## src/design/s5rp_pkg.sv

```systemverilog
// Shared types and constants for the SOCKS5 request parser.
// Used by every module of the block and by its port checker; no dependencies.
package s5rp_pkg;

    localparam logic       CMD_PARSE     = 1'b0;
    localparam logic       CMD_RESTART   = 1'b1;

    localparam logic [7:0] SOCKS_VERSION = 8'd5;
    localparam logic [7:0] CMD_CONNECT   = 8'd1;
    localparam logic [7:0] RSV_VALUE     = 8'h00;
    localparam logic [7:0] ATYP_IPV4     = 8'd1;
    localparam logic [7:0] ATYP_DOMAIN   = 8'd3;
    localparam logic [7:0] ATYP_IPV6     = 8'd4;
    localparam logic [7:0] IPV4_LEN      = 8'd4;
    localparam logic [7:0] IPV6_LEN      = 8'd16;

    localparam logic [2:0] KIND_NONE     = 3'd0;
    localparam logic [2:0] KIND_IPV4     = 3'd1;
    localparam logic [2:0] KIND_DOMAIN   = 3'd3;
    localparam logic [2:0] KIND_IPV6     = 3'd4;

    localparam logic [1:0] STATUS_BUSY   = 2'd0;
    localparam logic [1:0] STATUS_DONE   = 2'd1;
    localparam logic [1:0] STATUS_ERROR  = 2'd2;

    localparam logic [2:0] CAUSE_NONE    = 3'd0;
    localparam logic [2:0] CAUSE_VERSION = 3'd1;
    localparam logic [2:0] CAUSE_COMMAND = 3'd2;
    localparam logic [2:0] CAUSE_RSV     = 3'd3;
    localparam logic [2:0] CAUSE_ATYP    = 3'd4;
    localparam logic [2:0] CAUSE_ZLEN    = 3'd5;

    typedef enum logic [11:0] {
        PH_VERSION = 12'b0000_0000_0001,
        PH_CMD     = 12'b0000_0000_0010,
        PH_RSV     = 12'b0000_0000_0100,
        PH_ATYP    = 12'b0000_0000_1000,
        PH_DLEN    = 12'b0000_0001_0000,
        PH_IPV4    = 12'b0000_0010_0000,
        PH_IPV6    = 12'b0000_0100_0000,
        PH_DOMAIN  = 12'b0000_1000_0000,
        PH_PHIGH   = 12'b0001_0000_0000,
        PH_PLOW    = 12'b0010_0000_0000,
        PH_DONE    = 12'b0100_0000_0000,
        PH_ERROR   = 12'b1000_0000_0000
    } phase_t;

    typedef struct packed {
        logic       cmd;
        logic [7:0] data_byte;
    } item_t;

    typedef struct packed {
        logic [1:0]  status;
        logic [2:0]  error_cause;
        logic        address_byte_valid;
        logic [7:0]  address_byte;
        logic [7:0]  address_index;
        logic        address_last;
        logic [2:0]  address_kind;
        logic [7:0]  name_length;
        logic [15:0] dest_port;
    } result_t;

endpackage

```

## src/design/socks5_request_parser_core.sv

```systemverilog
// SOCKS5 CONNECT request parser. Takes one request byte per transfer and returns one result
// per byte: status, error cause, the destination address byte with its index and last mark,
// the address type, the domain name length and, once complete, the port. A byte passes
// through the input register, then the result register, and a new byte is taken every cycle
// while the result side keeps up; the rate is set by the single state update per byte. After
// completion or error, bytes are ignored until a restart.
// Depends on s5rp_pkg, s5rp_in_reg, s5rp_parse and s5rp_out_reg.
module socks5_request_parser_core (
    input  logic        aclk,
    input  logic        aresetn,
    input  logic        s_valid,
    output logic        s_ready,
    input  logic        s_cmd,
    input  logic [7:0]  s_data_byte,
    output logic        m_valid,
    input  logic        m_ready,
    output logic [1:0]  m_status,
    output logic [2:0]  m_error_cause,
    output logic        m_address_byte_valid,
    output logic [7:0]  m_address_byte,
    output logic [7:0]  m_address_index,
    output logic        m_address_last,
    output logic [2:0]  m_address_kind,
    output logic [7:0]  m_name_length,
    output logic [15:0] m_dest_port
);
    import s5rp_pkg::*;

    logic    item_valid;
    logic    advance;
    item_t   item;
    result_t res;
    result_t res_out;

    // advance when the result register is free or being emptied this cycle
    assign advance = item_valid && (!m_valid || m_ready);

    s5rp_in_reg u_in_reg (
        .aclk        (aclk),
        .aresetn     (aresetn),
        .s_valid     (s_valid),
        .s_ready     (s_ready),
        .s_cmd       (s_cmd),
        .s_data_byte (s_data_byte),
        .advance     (advance),
        .item_valid  (item_valid),
        .item        (item)
    );

    s5rp_parse u_parse (
        .aclk    (aclk),
        .aresetn (aresetn),
        .advance (advance),
        .item    (item),
        .res     (res)
    );

    s5rp_out_reg u_out_reg (
        .aclk    (aclk),
        .aresetn (aresetn),
        .load    (advance),
        .res     (res),
        .m_ready (m_ready),
        .m_valid (m_valid),
        .res_out (res_out)
    );

    assign m_status             = res_out.status;
    assign m_error_cause        = res_out.error_cause;
    assign m_address_byte_valid = res_out.address_byte_valid;
    assign m_address_byte       = res_out.address_byte;
    assign m_address_index      = res_out.address_index;
    assign m_address_last       = res_out.address_last;
    assign m_address_kind       = res_out.address_kind;
    assign m_name_length        = res_out.name_length;
    assign m_dest_port          = res_out.dest_port;

endmodule

```

## src/design/s5rp_in_reg.sv

```systemverilog
// Input register of the SOCKS5 request parser: holds one accepted transfer.
// Depends on s5rp_pkg.
module s5rp_in_reg (
    input  logic           aclk,
    input  logic           aresetn,
    input  logic           s_valid,
    output logic           s_ready,
    input  logic           s_cmd,
    input  logic [7:0]     s_data_byte,
    input  logic           advance,
    output logic           item_valid,
    output s5rp_pkg::item_t item
);
    import s5rp_pkg::*;

    logic  valid_reg;
    item_t item_reg;

    assign s_ready    = !valid_reg || advance;
    assign item_valid = valid_reg;
    assign item       = item_reg;

    always_ff @(posedge aclk) begin
        if (!aresetn) begin
            valid_reg <= 1'b0;
        end else if (s_valid && s_ready) begin
            valid_reg <= 1'b1;
        end else if (advance) begin
            valid_reg <= 1'b0;
        end
    end

    always_ff @(posedge aclk) begin
        if (s_valid && s_ready) begin
            item_reg.cmd       <= s_cmd;
            item_reg.data_byte <= s_data_byte;
        end
    end

endmodule

```

## src/design/s5rp_parse.sv

```systemverilog
// Request state machine of the SOCKS5 parser: one byte per step, one result per byte.
// Depends on s5rp_pkg.
module s5rp_parse (
    input  logic              aclk,
    input  logic              aresetn,
    input  logic              advance,
    input  s5rp_pkg::item_t   item,
    output s5rp_pkg::result_t res
);
    import s5rp_pkg::*;

    phase_t      phase_reg,  phase_next;
    logic [2:0]  kind_reg,   kind_next;
    logic [7:0]  taken_reg,  taken_next;
    logic [7:0]  dlen_reg,   dlen_next;
    logic [15:0] port_reg,   port_next;
    logic [2:0]  fault_reg,  fault_next;
    logic [7:0]  taken_inc;
    logic [7:0]  total;
    logic [7:0]  b;
    logic        addr_byte;
    logic        addr_last;
    logic [1:0]  status;

    assign b         = item.data_byte;
    assign taken_inc = taken_reg + 8'd1;

    always_comb begin
        case (phase_reg)
            PH_IPV4: total = IPV4_LEN;
            PH_IPV6: total = IPV6_LEN;
            default: total = dlen_reg;
        endcase
    end

    always_comb begin
        phase_next = phase_reg;
        kind_next  = kind_reg;
        taken_next = taken_reg;
        dlen_next  = dlen_reg;
        port_next  = port_reg;
        fault_next = fault_reg;
        addr_byte  = 1'b0;
        addr_last  = 1'b0;
        if (item.cmd == CMD_RESTART) begin
            phase_next = PH_VERSION;
            kind_next  = KIND_NONE;
            taken_next = '0;
            dlen_next  = '0;
            port_next  = '0;
            fault_next = CAUSE_NONE;
        end else begin
            case (phase_reg)
                PH_VERSION: begin
                    if (b != SOCKS_VERSION) begin
                        phase_next = PH_ERROR;
                        fault_next = CAUSE_VERSION;
                    end else begin
                        phase_next = PH_CMD;
                    end
                end
                PH_CMD: begin
                    if (b != CMD_CONNECT) begin
                        phase_next = PH_ERROR;
                        fault_next = CAUSE_COMMAND;
                    end else begin
                        phase_next = PH_RSV;
                    end
                end
                PH_RSV: begin
                    if (b != RSV_VALUE) begin
                        phase_next = PH_ERROR;
                        fault_next = CAUSE_RSV;
                    end else begin
                        phase_next = PH_ATYP;
                    end
                end
                PH_ATYP: begin
                    taken_next = '0;
                    if (b == ATYP_IPV4) begin
                        kind_next  = KIND_IPV4;
                        phase_next = PH_IPV4;
                    end else if (b == ATYP_IPV6) begin
                        kind_next  = KIND_IPV6;
                        phase_next = PH_IPV6;
                    end else if (b == ATYP_DOMAIN) begin
                        kind_next  = KIND_DOMAIN;
                        phase_next = PH_DLEN;
                    end else begin
                        phase_next = PH_ERROR;
                        fault_next = CAUSE_ATYP;
                    end
                end
                PH_DLEN: begin
                    if (b == 8'd0) begin
                        phase_next = PH_ERROR;
                        fault_next = CAUSE_ZLEN;
                    end else begin
                        dlen_next  = b;
                        taken_next = '0;
                        phase_next = PH_DOMAIN;
                    end
                end
                PH_IPV4, PH_IPV6, PH_DOMAIN: begin
                    addr_byte  = 1'b1;
                    taken_next = taken_inc;
                    if (taken_inc == total) begin
                        addr_last  = 1'b1;
                        phase_next = PH_PHIGH;
                    end
                end
                PH_PHIGH: begin
                    port_next  = {b, 8'h00};
                    phase_next = PH_PLOW;
                end
                PH_PLOW: begin
                    port_next  = {port_reg[15:8], b};
                    phase_next = PH_DONE;
                end
                PH_DONE: begin
                    phase_next = PH_DONE;
                end
                default: begin
                    phase_next = PH_ERROR;
                end
            endcase
        end
    end

    always_comb begin
        if (phase_next == PH_DONE) begin
            status = STATUS_DONE;
        end else if (phase_next == PH_ERROR) begin
            status = STATUS_ERROR;
        end else begin
            status = STATUS_BUSY;
        end
        res.status             = status;
        res.error_cause        = (status == STATUS_ERROR) ? fault_next : CAUSE_NONE;
        res.address_byte_valid = addr_byte;
        res.address_byte       = addr_byte ? b : 8'd0;
        res.address_index      = addr_byte ? taken_reg : 8'd0;
        res.address_last       = addr_last;
        res.address_kind       = kind_next;
        res.name_length        = dlen_next;
        res.dest_port          = (status == STATUS_DONE) ? port_next : 16'd0;
    end

    always_ff @(posedge aclk) begin
        if (!aresetn) begin
            phase_reg <= PH_VERSION;
            kind_reg  <= KIND_NONE;
            taken_reg <= '0;
            dlen_reg  <= '0;
            port_reg  <= '0;
            fault_reg <= CAUSE_NONE;
        end else if (advance) begin
            phase_reg <= phase_next;
            kind_reg  <= kind_next;
            taken_reg <= taken_next;
            dlen_reg  <= dlen_next;
            port_reg  <= port_next;
            fault_reg <= fault_next;
        end
    end

endmodule

```

## src/design/s5rp_out_reg.sv

```systemverilog
// Result register of the SOCKS5 request parser: holds one result until transfer.
// Depends on s5rp_pkg.
module s5rp_out_reg (
    input  logic              aclk,
    input  logic              aresetn,
    input  logic              load,
    input  s5rp_pkg::result_t res,
    input  logic              m_ready,
    output logic              m_valid,
    output s5rp_pkg::result_t res_out
);
    import s5rp_pkg::*;

    logic    valid_reg;
    result_t res_reg;

    assign m_valid = valid_reg;
    assign res_out = res_reg;

    always_ff @(posedge aclk) begin
        if (!aresetn) begin
            valid_reg <= 1'b0;
        end else if (load) begin
            valid_reg <= 1'b1;
        end else if (m_ready) begin
            valid_reg <= 1'b0;
        end
    end

    always_ff @(posedge aclk) begin
        if (load) begin
            res_reg <= res;
        end
    end

endmodule

```

## config.mk

```make
export PLATFORM = sky130hd
export DESIGN_NAME = socks5_request_parser_core
export DESIGN_NICKNAME = d
export VERILOG_FILES = /design/src/design/s5rp_pkg.sv /design/src/design/socks5_request_parser_core.sv /design/src/design/s5rp_in_reg.sv /design/src/design/s5rp_parse.sv /design/src/design/s5rp_out_reg.sv
export SDC_FILE = /design/constraint.sdc
export NUM_CORES = 1
export LEC_CHECK = 0
export BUFFER_PORTS_ARGS = -buffer_cell sky130_fd_sc_hd__buf_2
export CAP_MARGIN = 20
export CORE_MARGIN = 3
export CORE_UTILIZATION = 30
export CTS_BUF_LIST = sky130_fd_sc_hd__clkbuf_16
export DETAILED_ROUTE_END_ITERATION = 10
export GPL_ROUTABILITY_DRIVEN = 0
export HOLD_SLACK_MARGIN = 0.15
export PLACE_DENSITY_LB_ADDON = 0.15
export SETUP_SLACK_MARGIN = 0.05
export SYNTH_ARGS = -nofsm -noshare
export SYNTH_HDL_FRONTEND = slang
export SYNTH_SLANG_ARGS = --single-unit
```

## constraint.sdc

```tcl
create_clock -name aclk -period 4.2 [get_ports aclk]
set_input_delay 0.42 -clock aclk [delete_from_list [all_inputs] [get_ports aclk]]
set_output_delay 0.42 -clock aclk [all_outputs]
set_load 0.05 [all_outputs]
```

==> metrics.yaml, run 1 <==
layout:
  largest_reg_flops: 50
  layout_common_cells: "nand2_1 (68), buf_2 (64), edfxtp_1 (59)"
  final_common_cell: "nand2_1"
  syn2layout_area_growth_pct: 14.19
  stdcell_count: 831
  num_antenna_cells: 0
  design_area_sq_um: 6122
  drive_above_1_share_pct: 16.01
  nNetsFinal: 615
  finish.utilization_pct: 35.15
clock_network:
  cts_tree: "yes"
  cts_setup_buffers: 0
  cts_max_level: 3
  cts.path.max_buffers: 2
  insertion_delay_ns: 0.36
  root_buffer: "clkbuf_16"
  cts_made_buffers: 9
  hold_buffers: 0
  cts_sinks: 111
  clk_pin_slew_ns: 0.08
  ctsResizeCount: 0
sta:
  worst_pin_slew_ns: 1.045
  slew_viol_final: 0
  slew_headroom_pct: 29.76
  setup_viol: 0
  final-hold-violation-count: 0
  finalClockSkew_ns: 0.01043
  fin_tns_setup_ns: 0
  rsz0062_at_grt: "false"
  fmax_mhz: 325.1
  period_share_pct: 73.24
  setup_slack_ns: 1.124
  period_needed_ns: 3.076
setup_path:
  path_cells: "or4_1, nand2b_1, nor4_2, o31ai_1, a22oi_1, nor2b_1"
  cpPeakStageDelay_ns: 0.83
  crit_slowest_cell: "nor4_2"
  worstPathMaxFanout: 12
  criticalPathCategory: "reg2reg"
  critPathArrivalTime_ns: 3.33
  cp.required_ns: 4.45
  start_kind: "flip-flop"
  endpoint_kind: "flip-flop"
logic_synthesis:
  syn-num-nets: 578
  ys.flop_type: "edfxtp_1"
  syn_avg_cell_area_sq_um: 9.506
  ys_seq_area_share_pct: 52.46
  yosys_warnings: 0
  ys_ff_latch: 111
  synthDominantCellAreaShare_pct: 33.05
  syn-instance-count: 564
  syn-cell-area_sq_um: 5361
  synth_edf_count: 59
  synth-async-reset-ratio_pct: 0
  synth_cell_types: 54
  synth_area_leader_cell: "edfxtp_1"
  synth_area_leaders: "edfxtp_1 (33%), dfxtp_1 (19%), nand2_1 (4.8%)"
global_routing:
  track_usage_pct: 14.48
  grt_max_degree: 58
  grt_first_pass_wirelength_mm: 22.69
  antenna_found_initial: 0
  gr-total-overflow: 0
  grt_pass1_vias: 4227
  grtUsageMet3_pct: 3.608
  grt.busiest_layer: "met2"
  grt_util_met1_pct: 19.97
  met2_usage_pct: 22.84
floorplanning:
  placementRows: 48
  die_h_microns: 139.7
  coreArea_sq_um: 17420
  dieArea_sq_um: 19510
  die_x_microns: 139.7
  start_util_pct: 30.78
  num_io_pins: 65
min_path:
  hold_class: "in2reg"
power_and_ir_drop:
  p_leak_uw: 0.001977
  ir_drop_mv: 0.1915
  power.density_nw_per_um2: 370.9
detailed_routing:
  drtPass1Iterations: 4
  via_count: 4331
  drt-vias-per-instance: 5.212
  wl_per_cell_microns: 16.76
  remaining_drc_errors: 0
  antenna_left: 0
  finalWirelength_mm: 13.93
  drtIter0Drc: 329
place:
  place_area_sq_um: 5816
  portBuffers: 64
  pre_cts_ws_ns: 1.202
  dpl.hpwl_mm: 9.407
  placed_cells_incl_taps: 815
flow_run:
  maxCapViolCount: 0
run_status:
  status: "completed"
kinds of logic (layout without fill, tap and decap cells):
| family | count (synthesis) | after routing | share of synthesized area (%) |
|---|---|---|---|
| and+or+nand+nor | 244 | 244 | 24.11 |
| AOI/OAI and AO/OA | 136 | 136 | 16.24 |
| DFF | 111 | 111 | 52.46 |
| buffers and inverters | 56 | 98 | 4.341 |
| xor gates and xnor gates | 16 | 16 | 2.614 |
| adders and majority gates | 1 | 1 | 0.2333 |
cells in the mapped netlist (all sizes together), types with 7 or more instances:
master,count
a21boi,20
a21oi,41
a22oi,26
and2,17
buf,8
clkbuf,34
dfxtp,52
edfxtp,59
inv,13
nand2,68
nand2b,8
nand3,24
nor2,43
nor2b,28
nor3,16
nor4,9
o21ai,24
or4,9
xnor2,9
xor2,7
report_power, final:
part / internal, uW / total (uW) / leakage (uW) / switching [uW]
Clock: 472 / 892 / 0.000151 / 420
Sequential: 1170 / 1190 / 0.000964 / 24.8
Combinational: 40.1 / 185 / 0.000861 / 145
Total: 1680 / 2270 / 0.00198 / 590
path summary, 6_finish.rpt:
kind,from,to,slack (ns),depth (start not counted)
max,u_parse.phase_reg[4],u_parse.port_reg[1],1.12,6
min,s_data_byte[6],u_in_reg.item[6],0.23,1
max reg2reg,u_parse.phase_reg[4],u_parse.port_reg[1],1.12,6
min reg2reg,u_parse.taken_reg[6],u_parse.taken_reg[6],0.47,2
final cells by class:
type                       count  area, sq um
sequential                   111         2813
timing repair buffer          68        350.3
inverter                      14        52.55
clock buffer                   9        225.2
multi-input combinational    397         2318
tap                          225        281.5
fill                        1802        11290
clock inverter                 7        81.33
metal layers:
layer  part of all wire, %  up-vias  wire, microns
met5                     0        -              0
met4                   1.2        0            162
met3                   6.5       11            906
met2                    45      157           6306
met1                    47     2066           6550
li1                      -     2097              -
worst max-delay path: cells and delay by family (launching register included):
family,cells,cell delay (ns)
AO/OA/AOI/OAI,2,0.75
AND/OR/NAND/NOR,4,1.83
flip-flops,1,0.40
stage by stage:
stage               total power [uW]  hold WS (ns)
detailed placement              1406        0.4679
global route                    2360        0.2193
floorplan                       1351        0.4410
global placement                1404        0.4544
finish                          2271        0.2324
CTS                             2303        0.2157
No activity file was read; power rests on OpenSTA's default activity.
==> run 2, diff against run 1 <==
ABC_AREA = 1   (was unset)
clock period = 3 ns   (was 4.2 ns; I/O delays follow)
==> run 2 against run 1 <==
Sequential cell count did not move. Utilization grew 1.2 points. Setup slack got worse by 0.46 ns. Sequential power up 45%. Synthesized cell count rose by 4.8%. Via count down 5.1%. Final cell count grew 6.1%. Combinational power grew 130%. Non-clock buffer count grew 10. Area after synthesis shrank 3.6%. Register-to-register slack worse by 0.46 ns. Highest routed layer unchanged.
==> metrics.yaml, run 2 <==
run_status:
  status: "completed"
clock_network:
  cts_sinks: 111
  cts_max_level: 3
  cts_tree: "yes"
  clk_pin_slew_ns: 0.07
  insertion_delay_ns: 0.35
  root_buffer: "clkbuf_16"
  cts.path.max_buffers: 2
  cts_made_buffers: 9
setup_path:
  path_cells: "inv_2, nand2_1, nor2_1, o21ai_2, nand2_1, inv_2, nand3_2, nor2_4, nor2_8, nand2_4, nor2_1"
  reg2regPathDepth: 11
  rrSetupSlack_ns: 0.66
  criticalPathCategory: "reg2reg"
  cpPeakStageDelay_ns: 0.44
  worstPathMaxFanout: 18
  crit_slowest_cell: "dfxtp_1"
  critPathArrivalTime_ns: 2.44
  endpoint_kind: "flip-flop"
  reg2reg_to: "u_out_reg.res_out[6]"
  regToRegStartpoint: "u_parse.phase_reg[6]"
  cp.required_ns: 3.10
  start_kind: "flip-flop"
power_and_ir_drop:
  switching_power_uw: 928.6
  netSwitchingFraction_pct: 27.49
  ir_drop_mv: 0.2706
  seq_power_share_pct: 50.8
  p_leak_uw: 0.002498
  power.density_nw_per_um2: 556.1
  power_frac_clock_pct: 36.4
  power_uw: 3378
  internal_power_uw: 2450
  combPwrFrac_pct: 12.7
global_routing:
  track_usage_pct: 14.03
  grt_max_degree: 54
  gr-total-overflow: 0
  antenna_found_initial: 0
  grt_pass1_vias: 3790
  grt_first_pass_wirelength_mm: 20.40
logic_synthesis:
  syn-num-nets: 605
  syn-cell-area_sq_um: 5169
  yosysMostFrequentCell: "nand2_1"
  ys_seq_area_share_pct: 54.42
  synth_edf_count: 59
  synthDominantCellAreaShare_pct: 34.28
  synth_area_leaders: "edfxtp_1 (34%), dfxtp_1 (20%), nand2_1 (8.6%)"
  syn-instance-count: 591
  yosys_warnings: 0
  syn_avg_cell_area_sq_um: 8.746
  synth-async-reset-ratio_pct: 0
  ys_ff_latch: 111
  ys.flop_type: "edfxtp_1"
  synth_cell_types: 37
  synthTopCellsByCount: "nand2_1 (118), nor2_1 (72), edfxtp_1 (59)"
  synth_area_leader_cell: "edfxtp_1"
layout:
  finish.utilization_pct: 36.37
  drive_above_1_share_pct: 19.94
  nNetsFinal: 671
  num_antenna_cells: 0
  syn2layout_area_growth_pct: 17.53
  final_common_cell: "nand2_1"
  largest_reg_flops: 50
  layout_common_cells: "nand2_1 (118), nor2_1 (72), buf_2 (64)"
sta:
  worst_pin_slew_ns: 0.5954
  final-hold-violation-count: 0
  slew_headroom_pct: 60.26
  period_share_pct: 77.92
  period_needed_ns: 2.338
  setup_viol: 0
  rsz0062_at_grt: "false"
  slew_viol_final: 0
  fin_tns_setup_ns: 0
  fmax_mhz: 427.8
  finalClockSkew_ns: 0.009167
detailed_routing:
  via_count: 4110
  wl_per_cell_microns: 14.50
  drtIter0Drc: 294
  drt-vias-per-instance: 4.660
  remaining_drc_errors: 0
  drtPass1Iterations: 5
  finalWirelength_mm: 12.79
  antenna_left: 0
min_path:
  hold_start: "s_data_byte[4]"
  hold_end: "u_in_reg.item[4]"
  hold_class: "in2reg"
  whs_path_depth: 1
floorplanning:
  placementRows: 47
  num_io_pins: 65
  start_util_pct: 30.95
  die_x_microns: 137.3
  dieArea_sq_um: 18840
  die_h_microns: 137.3
  coreArea_sq_um: 16700
flow_run:
  maxCapViolCount: 0
place:
  dpl.hpwl_mm: 9.286
  portBuffers: 64
==> run 2: cell types whose count changed after synthesis, moves of 11 or more <==
| cell | previous run | this run |
|---|---|---|
| a22oi_1 | 26 | 0 |
| nor2_1 | 43 | 72 |
| clkbuf_1 | 34 | 18 |
| nand2_1 | 68 | 118 |
| nor2_4 | 0 | 16 |
| a21boi_0 | 17 | 0 |
| and2_1 | 17 | 0 |
| nor2b_1 | 28 | 0 |
| a21oi_1 | 41 | 52 |
| inv_1 | 13 | 54 |
| o21ai_0 | 21 | 52 |
==> run 2: kinds of logic after synthesis <==
family                   synth area share [%]
AO/OA/AOI/OAI                           14.06
XOR/XNOR                               0.1695
adder cells (fa/ha/maj)                0.2420
buffers and inverters                   6.826
flip-flops                              54.42
AND/OR/NAND/NOR                         24.28
==> run 2: layout make-up <==
| type | count | area, sq um |
|---|---|---|
| clock buffers | 9 | 225.2 |
| clock inverters | 7 | 77.57 |
| fillers | 1737 | 10630 |
| inverters | 63 | 237.7 |
| multi-input cells | 394 | 2003 |
| flip-flops and latches | 111 | 2813 |
| well taps | 220 | 275.3 |
| repair buffers | 78 | 442.9 |
==> run 2: how the worst max path moves through the flow <==
stage / startpoint / to / slack [ns] / cells past startpoint
4_1_cts: u_parse.phase_reg[6] / u_out_reg.res_out[6] / 0.63 / 11
6_report: u_parse.phase_reg[6] / u_out_reg.res_out[6] / 0.66 / 11
2_1_floorplan: u_out_reg.m_valid / u_out_reg.res_out[0] / 0.70 / 5
3_5_place_dp: u_parse.phase_reg[5] / u_out_reg.res_out[6] / 0.65 / 11
5_1_grt: u_parse.phase_reg[6] / u_out_reg.res_out[6] / 0.37 / 11
3_3_place_gp: u_parse.phase_reg[5] / u_out_reg.res_out[6] / 0.70 / 11
==> run 2: per-stage QoR <==
stage | cell area (sq um) | cells | hold slack (ns) | setup WS [ns]
2_1_floorplan | 5170 | 591 | 0.3989 | 0.7002
3_3_place_gp | 5702 | 859 | 0.4863 | 0.6998
3_5_place_dp | 5702 | 859 | 0.4875 | 0.6508
4_1_cts | 6055 | 880 | 0.1517 | 0.6338
5_1_grt | 6075 | 882 | 0.1548 | 0.3657
6_report | 6075 | 882 | 0.1596 | 0.6623
==> run 2: worst max-delay path, delay by kind of cell, from the launching register on <==
family	cells	cell delay (ns)
compound gates	1	0.40
buf+inv	2	0.19
flops	1	0.44
simple gates	8	1.03
==> run 2: repair_timing <==
| item | CTS | global route |
|---|---|---|
| setup buffers | 0 | 0 |
| resized for setup | 0 | 0 |
| endpoints found under the hold margin | 5 | 2 |
| hold buffers | 5 | 2 |
==> run 2: metal layers <==
metal / global-route usage (%) / up-vias / wire length, microns
met5: 0 / - / 0
met4: 5.710 / 0 / 304
met3: 2.666 / 22 / 769
met2: 20.38 / 117 / 5479
met1: 20.44 / 1872 / 6235
li1: - / 2099 / -
==> run 2: power groups by stage <==
stage	sequential [uW]	combinational (uW)	clock, uW
6_report	1720	429	1230
5_1_grt	1730	477	1320
4_1_cts	1720	433	1260
3_5_place_dp	1750	427	0
3_3_place_gp	1750	422	0
2_1_floorplan	1830	241	0
==> run 3, diff against run 2 <==
ABC_AREA = 0   (was 1)
clock period = 2.33 ns   (was 3 ns; I/O delays follow)
==> run 3 against run 2 <==
Sequential share of layout area down 10 points. Sequential power up 24%. Via count up 18%. Non-clock buffer count up 111. Total power up 23%. The run now ends with setup timing left. Critical endpoint is now u_out_reg.res_out[46]. Highest routed layer unchanged. Count of clock-buffer cells in the layout unchanged. Global-route usage up 1.7 points. Worst hold slack better by 0.049 ns.
==> metrics.yaml, run 3 (synthesis gave the netlist of run 1 again) <==
run_status:
  status: "finished, violations left"
  violations: "setup timing"
power_and_ir_drop:
  power.density_nw_per_um2: 533.6
  switching_power_uw: 1077
  netSwitchingFraction_pct: 25.94
  internal_power_uw: 3075
  ir_drop_mv: 0.3777
  power_frac_clock_pct: 37.6
  p_leak_uw: 0.002733
  combPwrFrac_pct: 11.2
  seq_power_share_pct: 51.2
detailed_routing:
  antenna_left: 0
  drt-vias-per-instance: 5.085
  remaining_drc_errors: 0
  drtPass1Iterations: 4
  via_count: 4846
  finalWirelength_mm: 15.81
  wl_per_cell_microns: 16.59
  drtIter0Drc: 230
sta:
  slew_headroom_pct: 47.19
  worst_pin_slew_ns: 0.7922
  period_share_pct: 108.6
  rsz0062_at_grt: "true"
  finalClockSkew_ns: 0.009280
  setup_slack_ns: -0.2014
  fin_tns_setup_ns: -2.761
  setup_viol: 30
  fmax_mhz: 395.0
  period_needed_ns: 2.531
  final-hold-violation-count: 0
  slew_viol_final: 0
layout:
  filler_cell_count: 1647
  finish.utilization_pct: 44.68
  num_antenna_cells: 0
  largest_reg_flops: 50
  syn2layout_area_growth_pct: 45.13
  multi_input_area_sq_um: 2893
  layout_common_cells: "buf_4 (95), buf_2 (64), nand2_1 (59), edfxtp_1 (59), dfxtp_1 (47)"
  regArea_sq_um: 2819
  drive_above_1_share_pct: 43.27
  final_common_cell: "buf_4"
  nNetsFinal: 737
global_routing:
  track_usage_pct: 15.73
  grt_pass1_vias: 4640
  grt_max_degree: 43
  gr-total-overflow: 0
  antenna_found_initial: 0
  grt_first_pass_wirelength_mm: 24.54
clock_network:
  cts_made_buffers: 9
  root_buffer: "clkbuf_16"
  insertion_delay_ns: 0.36
  cts_tree: "yes"
  cts.path.max_buffers: 2
  cts_sinks: 111
  clk_pin_slew_ns: 0.08
  cts_max_level: 3
floorplanning:
  coreArea_sq_um: 17420
  die_x_microns: 139.7
  start_util_pct: 30.78
  die_h_microns: 139.7
  dieArea_sq_um: 19510
  placementRows: 48
  num_io_pins: 65
setup_path:
  critPathArrivalTime_ns: 2.65
  worstPathMaxFanout: 4
  endpoint_kind: "flip-flop"
  start_kind: "flip-flop"
  cp.required_ns: 2.45
  criticalPathCategory: "reg2reg"
place:
  dpl.hpwl_mm: 10.41
  portBuffers: 64
min_path:
  hold_class: "in2reg"
flow_run:
  maxCapViolCount: 0
## run 3: path summary, 6_finish.rpt
kind	startpoint	endpoint	slack, ns	depth (start not counted)
setup / recovery	u_in_reg.item[5]	u_out_reg.res_out[46]	-0.20	7
hold / removal	m_ready	u_out_reg.m_valid	0.21	3
setup reg to reg	u_in_reg.item[5]	u_out_reg.res_out[46]	-0.20	7
hold reg to reg	u_parse.kind_reg[1]	u_parse.kind_reg[1]	0.47	2
## run 3: power by group through the flow
stage	sequential, uW	combinational, uW	clock [uW]
2_1_floorplan	2310	125	0
3_3_place_gp	2170	416	0
3_5_place_dp	2170	416	0
4_1_cts	2130	439	1600
5_1_grt	2130	491	1690
6_report	2130	467	1560
## run 3: layer usage
metal	wire length (microns)	track usage [%]	up-vias
met4	268	5.354	0
met3	624	3.196	23
met1	7362	21.44	2359
met5	0	0	-
met2	7557	24.99	119
li1	-	-	2345
## run 3: repair_timing
action	CTS	global route
endpoints found under the setup margin	43	92
gates cloned	0	3
pin swaps	12	39
resized for setup	39	124
setup buffers	4	17
hold endpoints to repair	10	0
hold buffers	10	0
## run 3: final cells by class
cell class / instances / area share (%)
sequential: 111 / 36.23
tap: 225 / 3.618
multi-input combinational: 397 / 37.18
clock buffer: 9 / 2.894
timing repair buffer: 189 / 18.20
clock inverter: 7 / 0.8361
timing repair inverter: 1 / 0.2090
inverter: 14 / 0.8361
## run 3: per-stage QoR
stage | hold WS [ns] | worst slack [ns] | power [uW] | cell area, sq um | std cells
after floorplan | 0.3319 | -0.2208 | 2436 | 5499 | 564
after global placement | 0.4109 | -0.2338 | 2585 | 6598 | 906
after detailed placement | 0.4137 | -0.2175 | 2587 | 6598 | 906
after CTS | 0.1968 | -0.1279 | 4168 | 7154 | 936
after global routing | 0.2142 | -0.2639 | 4316 | 7781 | 953
final | 0.2087 | -0.2014 | 4152 | 7781 | 953
## run 3: worst max-delay path, cell delays in order, from the launching register on
cell      delay (ns)
edfxtp_1        0.39
or4_4           0.55
or4b_4          0.60
nor2_4          0.12
a21oi_2         0.04
a311o_1         0.33
o21a_1          0.12
and2_1          0.15
